==> src/design/ile_pkg.sv <==
// Shared types and constants for the indexed list engine.
`default_nettype none

package ile_pkg;

    // Request selector codes
    typedef enum logic [2:0] {
        FUNC_READ   = 3'd0,
        FUNC_HEAD   = 3'd1,
        FUNC_TAIL   = 3'd2,
        FUNC_AT     = 3'd3,
        FUNC_DELETE = 3'd4
    } func_t;

    // Result status codes
    typedef enum logic [1:0] {
        ST_DONE  = 2'd0,
        ST_RANGE = 2'd1,
        ST_FULL  = 2'd2
    } status_t;

    // Action broadcast to every cell
    typedef enum logic [1:0] {
        CELL_HOLD   = 2'd0,
        CELL_INSERT = 2'd1,
        CELL_DELETE = 2'd2,
        CELL_READ   = 2'd3
    } cell_op_t;

    // Slot index wide enough for the largest supported capacity (0..1024)
    localparam int SLOT_W = 11;
    localparam int DATA_W = 32;

    typedef struct packed {
        cell_op_t            op;
        logic [SLOT_W-1:0]   slot;
        logic [DATA_W-1:0]   value;
    } cell_ctl_t;

endpackage

`default_nettype wire

==> src/design/ile_cell.sv <==
// One list slot: holds an entry and shifts it to or from its neighbors.
`default_nettype none

module ile_cell
    import ile_pkg::*;
#(
    parameter int IDX = 0
)
(
    input  wire logic              clk,
    input  wire cell_ctl_t         ctl,
    input  wire logic [DATA_W-1:0] left_data,
    input  wire logic [DATA_W-1:0] right_data,
    output logic      [DATA_W-1:0] data,
    output logic      [DATA_W-1:0] rd_data
);

    localparam logic [SLOT_W-1:0] MY_SLOT = SLOT_W'(IDX);

    logic [DATA_W-1:0] data_reg;
    logic [DATA_W-1:0] data_next;
    logic [DATA_W-1:0] rd_reg;
    logic [DATA_W-1:0] rd_next;

    // Entry update: open a gap on insert, close it on delete
    always_comb
    begin
        data_next = data_reg;
        unique case (ctl.op)
            CELL_INSERT:
            begin
                if (MY_SLOT > ctl.slot)
                    data_next = left_data;
                else if (MY_SLOT == ctl.slot)
                    data_next = ctl.value;
            end
            CELL_DELETE:
            begin
                if (MY_SLOT >= ctl.slot)
                    data_next = right_data;
            end
            CELL_HOLD, CELL_READ:
                data_next = data_reg;
        endcase
    end

    // Read contribution: only the addressed cell puts its entry on the bus
    assign rd_next = (ctl.op == CELL_READ && MY_SLOT == ctl.slot) ? data_reg : '0;

    always_ff @(posedge clk)
    begin
        data_reg <= data_next;
        rd_reg   <= rd_next;
    end

    assign data    = data_reg;
    assign rd_data = rd_reg;

endmodule

`default_nettype wire

==> config.mk <==
export PLATFORM = sky130hd
export DESIGN_NAME = ile_cell
export DESIGN_NICKNAME = d
export VERILOG_FILES = /design/src/design/ile_pkg.sv /design/src/design/ile_cell.sv
export SDC_FILE = /design/constraint.sdc
export NUM_CORES = 1
export LEC_CHECK = 0
export ABC_AREA = 1
export ABC_CLOCK_PERIOD_IN_PS = 3250
export BUFFER_PORTS_ARGS = -buffer_cell sky130_fd_sc_hd__buf_4
export CAP_MARGIN = 20
export CELL_PAD_IN_SITES_DETAIL_PLACEMENT = 1
export CELL_PAD_IN_SITES_GLOBAL_PLACEMENT = 1
export CORE_ASPECT_RATIO = 1.2
export CORE_UTILIZATION = 26
export CTS_CLUSTER_SIZE = 10
export DETAILED_ROUTE_END_ITERATION = 8
export GPL_TIMING_DRIVEN = 1
export HOLD_SLACK_MARGIN = 0.03
export PLACE_DENSITY = 0.82
export SLEW_MARGIN = 20
export SYNTH_ARGS = -nofsm -noshare
export SYNTH_HDL_FRONTEND = slang
export SYNTH_SLANG_ARGS = --single-unit
==> constraint.sdc <==
create_clock -name clk -period 3.25 [get_ports clk]
set_input_delay 0.4875 -clock clk [delete_from_list [all_inputs] [get_ports clk]]
set_output_delay 0.4875 -clock clk [all_outputs]
set_load 0.03 [all_outputs]
* Word level (Yosys, flattened, before mapping)
Index checks and enable logic that the tools add are counted.
** Word-level totals
- Bits in latches :: 0
- Memories kept :: 0
- Memory bits (writable) :: 0
- Logic and storage cells :: 19
- Input bits :: 110
- Bits in registers :: 64
- Memory bits (read-only) :: 0
** Cells by class
- Shifts and indexed selects :: 0
- Multiply operators :: 0
- Add/sub/neg operators :: 0
- Reductions and logical operators :: 5
- $lt $le $gt $ge :: 2
- Div/mod/pow operators :: 0
- Bitwise gates (word level) :: 1
- Multiplexer cells :: 4
- Eq/ne operators :: 5
** Operators with widths (number)
- 2-to-1 mux 32 bit :: 3
- case mux 32 bit (2 select lines) :: 1
- >= comparator 1 x 11 -> 1 bit, first input constant :: 1
- greater-than comparator 1 x 11 -> 1 bit, first input constant :: 1
- logical NOT 11 bit :: 1
- equality test 2 bit, second input constant :: 2
- != test 3 bit, second input constant :: 1
- AND reduction 3 bit :: 1
- equality test 2 x 1 -> 1 bit, second input constant :: 1
- logical NOT 2 bit :: 1
- != test 2 bit, second input constant :: 1
- OR reduction 2 bit :: 1
- logical AND 1 bit :: 1
- NOT 1 bit :: 1

* Logic depth before layout (Yosys ltp)
Gate-level depths: netlist of run 1.
- Depth in word-level cells :: 4
- Depth in mapped cells :: 7

* Worst setup path after synthesis of run 1
No wires, ideal clock.
- Kind :: in2reg
- Start point :: input ctl[43] in the netlist's numbering
- End point :: register data_reg[0], in the netlist data[0], enable pin
- Required time :: 2.818 ns
- Library setup time :: 0.432 ns
- Path slack :: 0.090 ns
- Path buffers :: 1
- Stages :: 5
- Data arrival time :: 2.728 ns
- Cell sequence :: inv_1 > ha_1 > buf_2 > or2_2 > a21oi_1
** Between the ends
- Cells in the longest elaborated chain, start to end :: 4
** Ends and longest elaborated chain
- from (decl) :: RTL line ile_cell.sv:11 : input wire cell_ctl_t ctl,
- equality test 2 bit / logical NOT 2 bit (equally long branches) :: RTL line ile_cell.sv:29 : unique case (ctl.op)
- OR reduction 2 bit :: RTL line ile_cell.sv:29
- NOT 1 bit (no source line)
- AND reduction 3 bit (no source line) *
- to (signal assigned) :: RTL line ile_cell.sv:52 : data_reg <= data_next;
- to (decl) :: RTL line ile_cell.sv:20 : logic [DATA_W-1:0] data_reg;
Every way passes the cells marked *; elsewhere a longest branch is shown, timed or not.
A chain may end at the register's enable or synchronous reset.

* Worst setup path after layout of run 1
- Start point :: input ctl[43] in the netlist's numbering
- End point :: register data_reg[7], in the netlist data[7], data pin
** Between the ends
- Cells in the longest elaborated chain, start to end :: 2
** Ends and longest elaborated chain
- equality test 2 bit / equality test 2 x 1 -> 1 bit (equally long branches) :: RTL line ile_cell.sv:29
- case mux 32 bit (2 select lines) * :: RTL line ile_cell.sv:29
- named net data_next[7] :: RTL line ile_cell.sv:21 : logic [DATA_W-1:0] data_next;
The timed path passes the listed nets; every way through them passes the cells marked *.

==> reports/qor.yml, run 1 <==
route:
  num_vias: 2136
  first_iter_violations: 35
  avgViaCountPerCell: 4.08
  ant_nets: 0
  drcViolationCount: 0
  post_drt_wl_per_cell_um: 13.2
  first_pass_iters: 4
  drt_wl_total_um: 6900
power_and_ir_drop:
  finalPower_mw: 1.98
  p_leak_nw: 1.96
  ir_drop_v: 0.000169
  power_density_mw_per_mm2: 513
logic_synthesis:
  synthXorXnorAreaFrac_pct: 0
  synth_nets: 367
  ys_types: 15
  yosysSeqAreaShare_pct: 64.5
  avgSynthCellArea_um2: 9.77
  netlist_area_mm2: 0.00248
  ys_seq_elements: 64
  synth_top_family_by_area: "simple AND/OR/NAND/NOR gates"
  synth_mux_area_share_pct: 0
  synth_compound_area_share_pct: 0.202
  synth_simple_gate_area_share_pct: 25.7
  synth_cells: 254
  ys_warn_count: 0
  synth_fa_ha_area_share_pct: 1.51
timing:
  min_period_ps: 2050
  fin_crit_sh_pct: 63.2
  fin_skew_ps: 5.25
  fmax_ghz: 0.487
  hold_viol: 0
  slew_viol_final: 0
  rsz0062_at_grt: "no"
  hold_slack_ps: 410
  setup_viol_count_final: 0
  worst_pin_slew_ps: 854
  slew_headroom_pct: 43.1
  setup_tns_ps: 0
clock_tree:
  cts_tree: "yes"
  cts_sinks: 64
  numCtsBuffers: 9
  clk_pin_slew_ps: 70
  cts_setup_buffers: 0
  ctsResizeCount: 0
  htree_levels: 3
  cts.path.max_buffers: 2
  insertion_delay_ps: 340
  root_buffer: "clkbuf_8"
  ctsHoldBuffers: 0
placement:
  placed_cells: 508
  place_congestion: 0.704
  portBuffers: 141
  postPlaceCellArea_mm2: 0.00366
  dpl.hpwl_um: 5240
global_route:
  grt_overflow: 0
  antenna_found_initial: 0
  grt_pass1_wl_um: 10700
  grt_max_degree: 33
  track_usage_pct: 14.4
  grt_pass1_vias: 2306
status:
  status: "finished clean"
worst_setup_path:
  timing.rr.start: "data[21]"
  r2r_slack_ps: 2580
  path_max_fanout: 32
  required_ps: 3340
  reg2regPathDepth: 2
  crit_type: "in2reg"
  end_kind: "register"
  startpoint_type: "primary input"
  r2r_end: "rd_data[21]"
  cp.arrival_ps: 2140
cells_and_area:
  mostFrequentLayoutCells: "buf_4 (144), nand2_1 (99), inv_1 (35), edfxtp_1 (32), dfxtp_1 (32)"
  fillers: 1096
  mostFrequentLayoutCell: "buf_4"
  layout.cells.non_filler: 524
  final_cell_area_mm2: 0.00386
  layout.nets: 512
  syn2layout_area_growth_pct: 55.4
  antenna_cells: 0
  final_layout_size_suffix_gt1_share_pct: 47.8
worst_hold_path:
  worstHoldPathCells: 3
  holdPathEnd: "data[24]"
  hold_start: "ctl[24]"
  hold_class: "in2reg"
floorplanning:
  die-area_mm2: 0.00994
  ios: 174
  die_w_um: 91.2
  coreArea_mm2: 0.00918
  die_height_um: 109
  fp-row-count: 38
  initial_utilization_pct: 27.1
run:
  cap_violations: 0
==> final cells by class <==
cell class / instances / area [µm²] / area share [%]
Sequential cell: 64 / 1600 / 41.5
Timing Repair Buffer: 144 / 1080 / 28.0
Multi-Input combinational cell: 144 / 691 / 17.9
Clock buffer: 13 / 159 / 4.12
Tap cell: 120 / 150 / 3.89
Inverter: 36 / 135 / 3.50
Clock inverter: 3 / 40.0 / 1.04
==> worst max-delay path by stage <==
stage | start | to | cells past startpoint
finish | ctl[43] | data[7] | 6
global route | ctl[43] | data[12] | 6
CTS | ctl[43] | data[7] | 6
detailed placement | ctl[43] | data[7] | 6
global placement | ctl[43] | data[31] | 6
floorplan | ctl[43] | data[0] | 5
==> per-layer routing <==
metal	GRT usage [%]	up-vias	routed length [µm]
met5	0	-	0
met4	8.96	0	165
met3	3.97	11	408
met2	27.3	82	3850
met1	13.9	996	2480
li1	-	1047	-
==> where the power goes <==
group          internal (mW)  switching, mW
Clock                  0.394          0.295
Sequential             0.910         0.0256
Combinational          0.146          0.210
Total                   1.45          0.531
==> synthesized netlist by cell type <==
master	n	share of area (%)
nand2_1	99	15
inv_1	36	5.4
dfxtp_1	32	26
edfxtp_1	32	39
nor2_2	28	7.1
nor2_1	7	1.1
buf_2	5	1.0
buf_6	3	1.4
ha_1	3	1.5
nor2_4	3	1.4
clkbuf_1	2	0.30
a21oi_1	1	0.20
and2_1	1	0.25
nand3_4	1	0.71
or2_2	1	0.25
==> critical path: stages <==
cell and delay, ps:
buf_4 120, inv_1 60, ha_1 710, inv_2 510
nand2_1 170, nand2_1 80
==> cell families (layout without fill, tap and decap cells) <==
group,count (synthesis),in the layout
compound gates,1,1
fa+ha+maj,3,3
buf+inv,46,196
flops,64,64
simple gates,140,140
==> through the flow <==
step | worst slack, ps | util (%)
floorplan | 90.0 | -
global placement | 586 | 39.9
detailed placement | 425 | 39.9
CTS | 811 | 42.0
global route | 981 | 42.0
finish | 1200 | 42.0
No activity file was read; power rests on OpenSTA's default activity.
==> run 2: changes to the inputs <==
Settings changed: ABC_AREA 1 to 0, ABC_CLOCK_PERIOD_IN_PS 3250 to 1700, CORE_UTILIZATION 26 to 28, PLACE_DENSITY 0.82 to 0.8.
Clock period 3.25 ns to 1.7 ns, I/O delays scaled along.
==> run 2 against run 1 <==
First-iteration DRC count is 54% higher. Count of clock-buffer cells in the layout down 2. Critical path type unchanged. Synthesized area is 9.2% higher. Global-route usage rose by 0.43 points. Highest routed layer unchanged. Flip-flop and latch count did not move. Largest cell class unchanged. Clock power increased by 100%. Critical endpoint is now data[14].
==> reports/qor.yml, run 2 <==
status:
  status: "finished clean"  # unchanged
route:
  drcViolationCount: 0  # unchanged
  first_pass_iters: 4  # unchanged
  first_iter_violations: 54  # was 35
  ant_nets: 0  # unchanged
  drt_wl_total_um: 7300  # was 6900 µm
  post_drt_wl_per_cell_um: 15.9  # was 13.2 µm
  avgViaCountPerCell: 4.29  # was 4.08
  num_vias: 1967  # was 2136
worst_setup_path:
  slowest_stage: "or4_4"  # was ha_1
  cp.arrival_ps: 1630  # was 2140 ps
  required_ps: 1730  # was 3340 ps
  startpoint_type: "primary input"  # unchanged
  timing.rr.start: "data[5]"  # was data[21]
  slowest_delay_ps: 430  # was 710 ps
  path_max_fanout: 32  # unchanged
  crit_chain: "buf_4 > inv_1 > ha_1 > or4_4 > o31ai_4 > buf_12"  # was buf_4 > inv_1 > ha_1 > inv_2 > nand2_1 > nand2_1
  crit_type: "in2reg"  # unchanged
  end_kind: "register"  # unchanged
  cp-startpoint: "ctl[43]"  # unchanged
clock_tree:
  cts_setup_buffers: 0  # unchanged
  ctsHoldBuffers: 0  # unchanged
  root_buffer: "clkbuf_8"  # unchanged
  insertion_delay_ps: 340  # about the same
  clk_pin_slew_ps: 70  # about the same
  cts.path.max_buffers: 2  # unchanged
  cts_tree: "yes"  # unchanged
  ctsResizeCount: 0  # unchanged
  htree_levels: 3  # unchanged
  cts_sinks: 64  # unchanged
  numCtsBuffers: 9  # unchanged
global_route:
  grt_pass1_vias: 2117  # was 2306
  track_usage_pct: 14.9  # was 14.4%
  grt_max_degree: 33  # unchanged
  grt_pass1_wl_um: 11000  # was 10700 µm
  use_met2_pct: 27.8  # was 27.3%
  antenna_found_initial: 0  # unchanged
  gr-max-usage-layer: "met2"  # unchanged
  grtUsageMet3_pct: 2.97  # was 3.97%
  grtUsageMet1_pct: 15.7  # was 13.9%
  grt_overflow: 0  # unchanged
power_and_ir_drop:
  power_density_mw_per_mm2: 944  # was 513 mW/mm²
  p_leak_nw: 1.78  # was 1.96 nW
  ir_drop_v: 0.000396  # was 0.000169 V
logic_synthesis:
  avgSynthCellArea_um2: 14.5  # was 9.77 µm²
  netlist_top_cells_area: "edfxtp_1 (35%), dfxtp_1 (24%), mux2_2 (13%)"  # was edfxtp_1 (39%), dfxtp_1 (26%), nand2_1 (15%)
  yosysMostFrequentCell: "inv_1"  # was nand2_1
  synthArstFlopShare_pct: 0  # unchanged
  synth_nets: 300  # was 367
  synth_cells: 187  # was 254
  ys_warn_count: 0  # unchanged
  synthFlopType: "edfxtp_1"  # unchanged
  synth_top_area_share_pct: 35.4  # was 38.7%
  ys_seq_elements: 64  # unchanged
  synthTopCellsByCount: "inv_1 (34), dfxtp_1 (32), edfxtp_1 (32), mux2_2 (32), nor4_2 (28)"  # was nand2_1 (99), inv_1 (36), dfxtp_1 (32), edfxtp_1 (32), nor2_2 (28)
  yosysSeqAreaShare_pct: 59.1  # was 64.5%
  synth_top_area_cell: "edfxtp_1"  # unchanged
  ys_types: 17  # was 15
  synth-edff-count: 32  # unchanged
  netlist_area_mm2: 0.00271  # was 0.00248 mm²
timing:
  min_period_ps: 1600
  rsz0062_at_grt: "no"  # unchanged
  fin_crit_sh_pct: 94.1
  fin_skew_ps: 8.54  # was 5.25 ps
  setup_viol_count_final: 0  # unchanged
  worst_pin_slew_ps: 564  # was 854 ps
  fmax_ghz: 0.625
  hold_viol: 0  # unchanged
  slew_viol_final: 0  # unchanged
  slew_headroom_pct: 62.4  # was 43.1%
placement:
  portBuffers: 141  # unchanged
  place_congestion: 0.721  # was 0.704
  placed_cells: 442  # was 508
  dpl.hpwl_um: 5420  # was 5240 µm
cells_and_area:
  layout.cells.non_filler: 458  # was 524
  fillers: 1012  # was 1096
  layout.nets: 446  # was 512
  final_layout_size_suffix_gt1_share_pct: 69.2  # was 47.8%
  antenna_cells: 0  # unchanged
  syn2layout_area_growth_pct: 52.2  # was 55.4%
  mostFrequentLayoutCells: "buf_4 (149), inv_1 (34), mux2_2 (32), edfxtp_1 (32), dfxtp_1 (32)"  # was buf_4 (144), nand2_1 (99), inv_1 (35), edfxtp_1 (32), dfxtp_1 (32)
  seqCellArea_mm2: 0.00160  # unchanged
  multi_input_area_um2: 875  # was 691 µm²
  fin_util_pct: 44.7  # was 42.0%
  mostFrequentLayoutCell: "buf_4"  # unchanged
worst_hold_path:
  hold_class: "in2reg"  # unchanged
  hold_start: "right_data[25]"  # was ctl[24]
floorplanning:
  ios: 174  # unchanged
  die_w_um: 91.8  # was 91.2 µm
  die-area_mm2: 0.0101  # was 0.00994 mm²
  fp-row-count: 38  # unchanged
  initial_utilization_pct: 29.4  # was 27.1%
  coreArea_mm2: 0.00922  # was 0.00918 mm²
  die_height_um: 110  # was 109 µm
run:
  cap_violations: 0  # unchanged
[run 2: changes by cell type after synthesis, sizes merged, moves of 3 or more]
cell,change
nand2,-99
buf,+6
mux2,+32
nor4,+32
or4,+3
nor2,-38
[run 2: cell type report]
| cell class | instances | share of cell area (%) |
|---|---|---|
| Sequential cell | 64 | 38.8 |
| Multi-Input combinational cell | 73 | 21.2 |
| Tap cell | 120 | 3.64 |
| Inverter | 34 | 3.09 |
| Clock inverter | 5 | 1.24 |
| Timing Repair Buffer | 151 | 28.1 |
| Clock buffer | 11 | 3.94 |
[run 2: path summary, 6_finish.rpt]
kind | slack, ps | cells past startpoint | endpoint
max | 100 | 6 | data[14]
min | 220 | 2 | data[25]
max reg2reg | 920 | 2 | rd_data[5]
min reg2reg | 530 | 2 | rd_data[6]
[run 2: per-layer routing]
layer / part of all wire (%) / vias to the layer above
met5: 0 / -
met2: 56 / 70
met3: 5.5 / 8
li1: - / 946
met4: 1.7 / 0
met1: 37 / 943
[run 2: per-stage QoR]
step	hold slack [ps]	power [mW]	TNS (ps)	worst slack, ps	instance area (µm²)
5_1_grt	203	4.08	0	74.2	4130
3_5_place_dp	534	2.55	-8580	-255	3910
3_3_place_gp	525	2.54	-7920	-248	3910
6_report	217	3.89	0	101	4130
2_1_floorplan	475	2.20	-22520	-704	2730
4_1_cts	191	3.96	0	105	4130
[run 2: critical path: cells and delay by family]
kind	cells	cell delay (ps)
AOI/OAI and AO/OA	1	270
adders and majority gates	1	290
buffers and inverters	3	360
and+or+nand+nor	1	430
[run 2: cells by family (layout without fill, tap and decap cells)]
group / count (synthesis) / count (layout) / synth area share (%)
multiplexers: 32 / 32 / 13.3
adder cells (fa/ha/maj): 3 / 3 / 1.38
flip-flops: 64 / 64 / 59.1
AND/OR/NAND/NOR: 37 / 37 / 16.7
AO/OA/AOI/OAI: 1 / 1 / 0.461
buffers and inverters: 50 / 201 / 9.14
[run 2: power by group]
group	internal (mW)	switching [mW]
Combinational	0.320	0.396
Clock	0.799	0.587
Sequential	1.74	0.0542
Total	2.86	1.04
==> run 3: changes to the inputs <==
Settings changed: ABC_CLOCK_PERIOD_IN_PS 1700 to 1400.
Clock period 1.7 ns to 1.4 ns, I/O delays scaled along.
==> run 3 against run 2 <==
The flow now finishes with violations (setup timing). Die area is the same. Worst setup slack worse by 220 ps. Routed wire length rose by 4.4%. Largest cell class unchanged. Largest power group unchanged.
==> reports/qor.yml, run 3 (synthesis results as in run 2) <==
route:
  drcViolationCount: 0  # unchanged
  drt_wl_total_um: 7620  # was 7300 µm
  first_iter_violations: 42  # was 54
  ant_nets: 0  # unchanged
  first_pass_iters: 4  # unchanged
  num_vias: 2007  # was 1967
  post_drt_wl_per_cell_um: 16.5  # was 15.9 µm
  avgViaCountPerCell: 4.35  # was 4.29
timing:
  slew_headroom_pct: 63.0  # was 62.4%
  setup_tns_ps: -3660  # was 0 ps
  slew_viol_final: 0  # unchanged
  fin_skew_ps: 8.16  # was 8.54 ps
  worst_pin_slew_ps: 555  # was 564 ps
  layout_setup_ws_ps: -123  # was 101 ps
  fin_crit_sh_pct: 109
  min_period_ps: 1520
  hold_viol: 0  # unchanged
  setup_viol_count_final: 32  # was 0
  hold_slack_ps: 180  # was 217 ps
  fmax_ghz: 0.657
  rsz0062_at_grt: "yes"  # was no
worst_setup_path:
  required_ps: 1450  # was 1730 ps
  path_max_fanout: 8  # was 32
  end_kind: "register"  # unchanged
  startpoint_type: "primary input"  # unchanged
  crit_type: "in2reg"  # unchanged
  cp-startpoint: "ctl[43]"  # unchanged
  slowest_delay_ps: 430  # about the same
  slowest_stage: "or4_4"  # unchanged
  crit_chain: "buf_8 > inv_4 > ha_4 > or4_4 > o31ai_4 > buf_6 > buf_16"  # was buf_4 > inv_1 > ha_1 > or4_4 > o31ai_4 > buf_12
  cp.arrival_ps: 1570  # was 1630 ps
  timing.rr.start: "data[28]"  # was data[5]
power_and_ir_drop:
  ir_drop_v: 0.000426  # was 0.000396 V
  power_density_mw_per_mm2: 1080  # was 944 mW/mm²
  p_leak_nw: 1.80  # was 1.78 nW
cells_and_area:
  layout.cells.non_filler: 461  # was 458
  final_cell_area_mm2: 0.00420  # was 0.00413 mm²
  syn2layout_area_growth_pct: 54.8  # was 52.2%
  antenna_cells: 0  # unchanged
  mostFrequentLayoutCells: "buf_4 (146), inv_1 (33), mux2_2 (32), edfxtp_1 (32), dfxtp_1 (32)"  # was buf_4 (149), inv_1 (34), mux2_2 (32), edfxtp_1 (32), dfxtp_1 (32)
  final_layout_size_suffix_gt1_share_pct: 69.5  # was 69.2%
  fillers: 999  # was 1012
  layout.nets: 449  # was 446
  mostFrequentLayoutCell: "buf_4"  # unchanged
run:
  cap_violations: 0  # unchanged
placement:
  postPlaceCellArea_mm2: 0.00388  # was 0.00391 mm²
  placed_cells: 440  # was 442
  dpl.hpwl_um: 5570  # was 5420 µm
  place_congestion: 0.725  # was 0.721
  place_ws_ps: -550  # was -255 ps
  portBuffers: 141  # unchanged
floorplanning:
  fp-row-count: 38  # unchanged
  die_w_um: 91.8  # unchanged
  coreArea_mm2: 0.00922  # unchanged
  die-area_mm2: 0.0101  # unchanged
  die_height_um: 110  # unchanged
  ios: 174  # unchanged
  initial_utilization_pct: 29.4  # unchanged
status:
  violations: "setup timing"
  status: "finished, violations left"  # was finished clean
clock_tree:
  htree_levels: 3  # unchanged
  clk_pin_slew_ps: 70  # about the same
  numCtsBuffers: 9  # unchanged
  cts_tree: "yes"  # unchanged
  cts.path.max_buffers: 2  # unchanged
  root_buffer: "clkbuf_8"  # unchanged
  cts_sinks: 64  # unchanged
  insertion_delay_ps: 330  # was 340 ps
  ctsHoldBuffers: 0  # unchanged
global_route:
  grt_max_degree: 33  # unchanged
  use_met2_pct: 29.6  # was 27.8%
  grt_overflow: 0  # unchanged
  grt_pass1_wl_um: 11300  # was 11000 µm
  gr-max-usage-layer: "met2"  # unchanged
  grt_pass1_vias: 2226  # was 2117
  grtUsageMet1_pct: 15.3  # was 15.7%
  antenna_found_initial: 0  # unchanged
  grtUsageMet3_pct: 3.80  # was 2.97%
  track_usage_pct: 15.4  # was 14.9%
worst_hold_path:
  hold_start: "ctl[10]"  # was right_data[25]
  hold_class: "in2reg"  # unchanged
run 3: cell count changes in the layout (fill, tap and decap cells not counted), moves of 3 or more:
cell / before / now
buf_16: 0 / 3
buf_4: 149 / 146
buf_6: 0 / 3
clkbuf_1: 0 / 3
run 3: worst paths after layout:
| kind | end | slack (ps) | cells after the start |
|---|---|---|---|
| worst max-delay path | data[0] | -120 | 7 |
| worst max register to register | rd_data[28] | 590 | 2 |
| worst min-delay path | data[10] | 180 | 2 |
| worst min register to register | rd_data[26] | 530 | 2 |
run 3: layout make-up:
cell class	count	area, µm²	share of cell area [%]
Tap cell	120	150	3.58
Timing Repair Buffer	154	1250	29.7
Multi-Input combinational cell	73	893	21.3
Clock buffer	13	160	3.82
Sequential cell	64	1600	38.2
Inverter	34	130	3.10
Clock inverter	3	15.0	0.358
run 3: layer usage:
metal,share of wire [%],wire length (µm),vias to the layer above
met2,58,4430,73
met1,35,2640,969
met4,2.0,150,0
li1,-,-,955
met3,5.2,399,10
met5,0,0,-
run 3: per-stage QoR:
stage                     utilization [%]  power [mW]
after floorplan                         -        2.67
after global placement               42.1        3.07
after detailed placement             42.1        3.10
after CTS                            45.6        4.63
after global routing                 45.5        4.75
final                                45.5        4.55
run 3: what timing repair did:
action / CTS / global route
setup endpoints to repair: 32 / 33
gates cloned: 3 / 0
gates resized for setup: 11 / 3
pin swaps: 2 / 1
setup buffers: 4 / 0
run 3: worst max-delay path, delay by kind of cell:
kind	cells	cell delay, ps
buffers and inverters	4	460
and+or+nand+nor	1	430
AOI/OAI and AO/OA	1	280
adders and majority gates	1	180
run 3: where the power goes:
| group | internal (mW) | switching, mW |
|---|---|---|
| Clock | 0.744 | 0.685 |
| Sequential | 2.11 | 0.0675 |
| Combinational | 0.441 | 0.503 |
| Total | 3.30 | 1.26 |
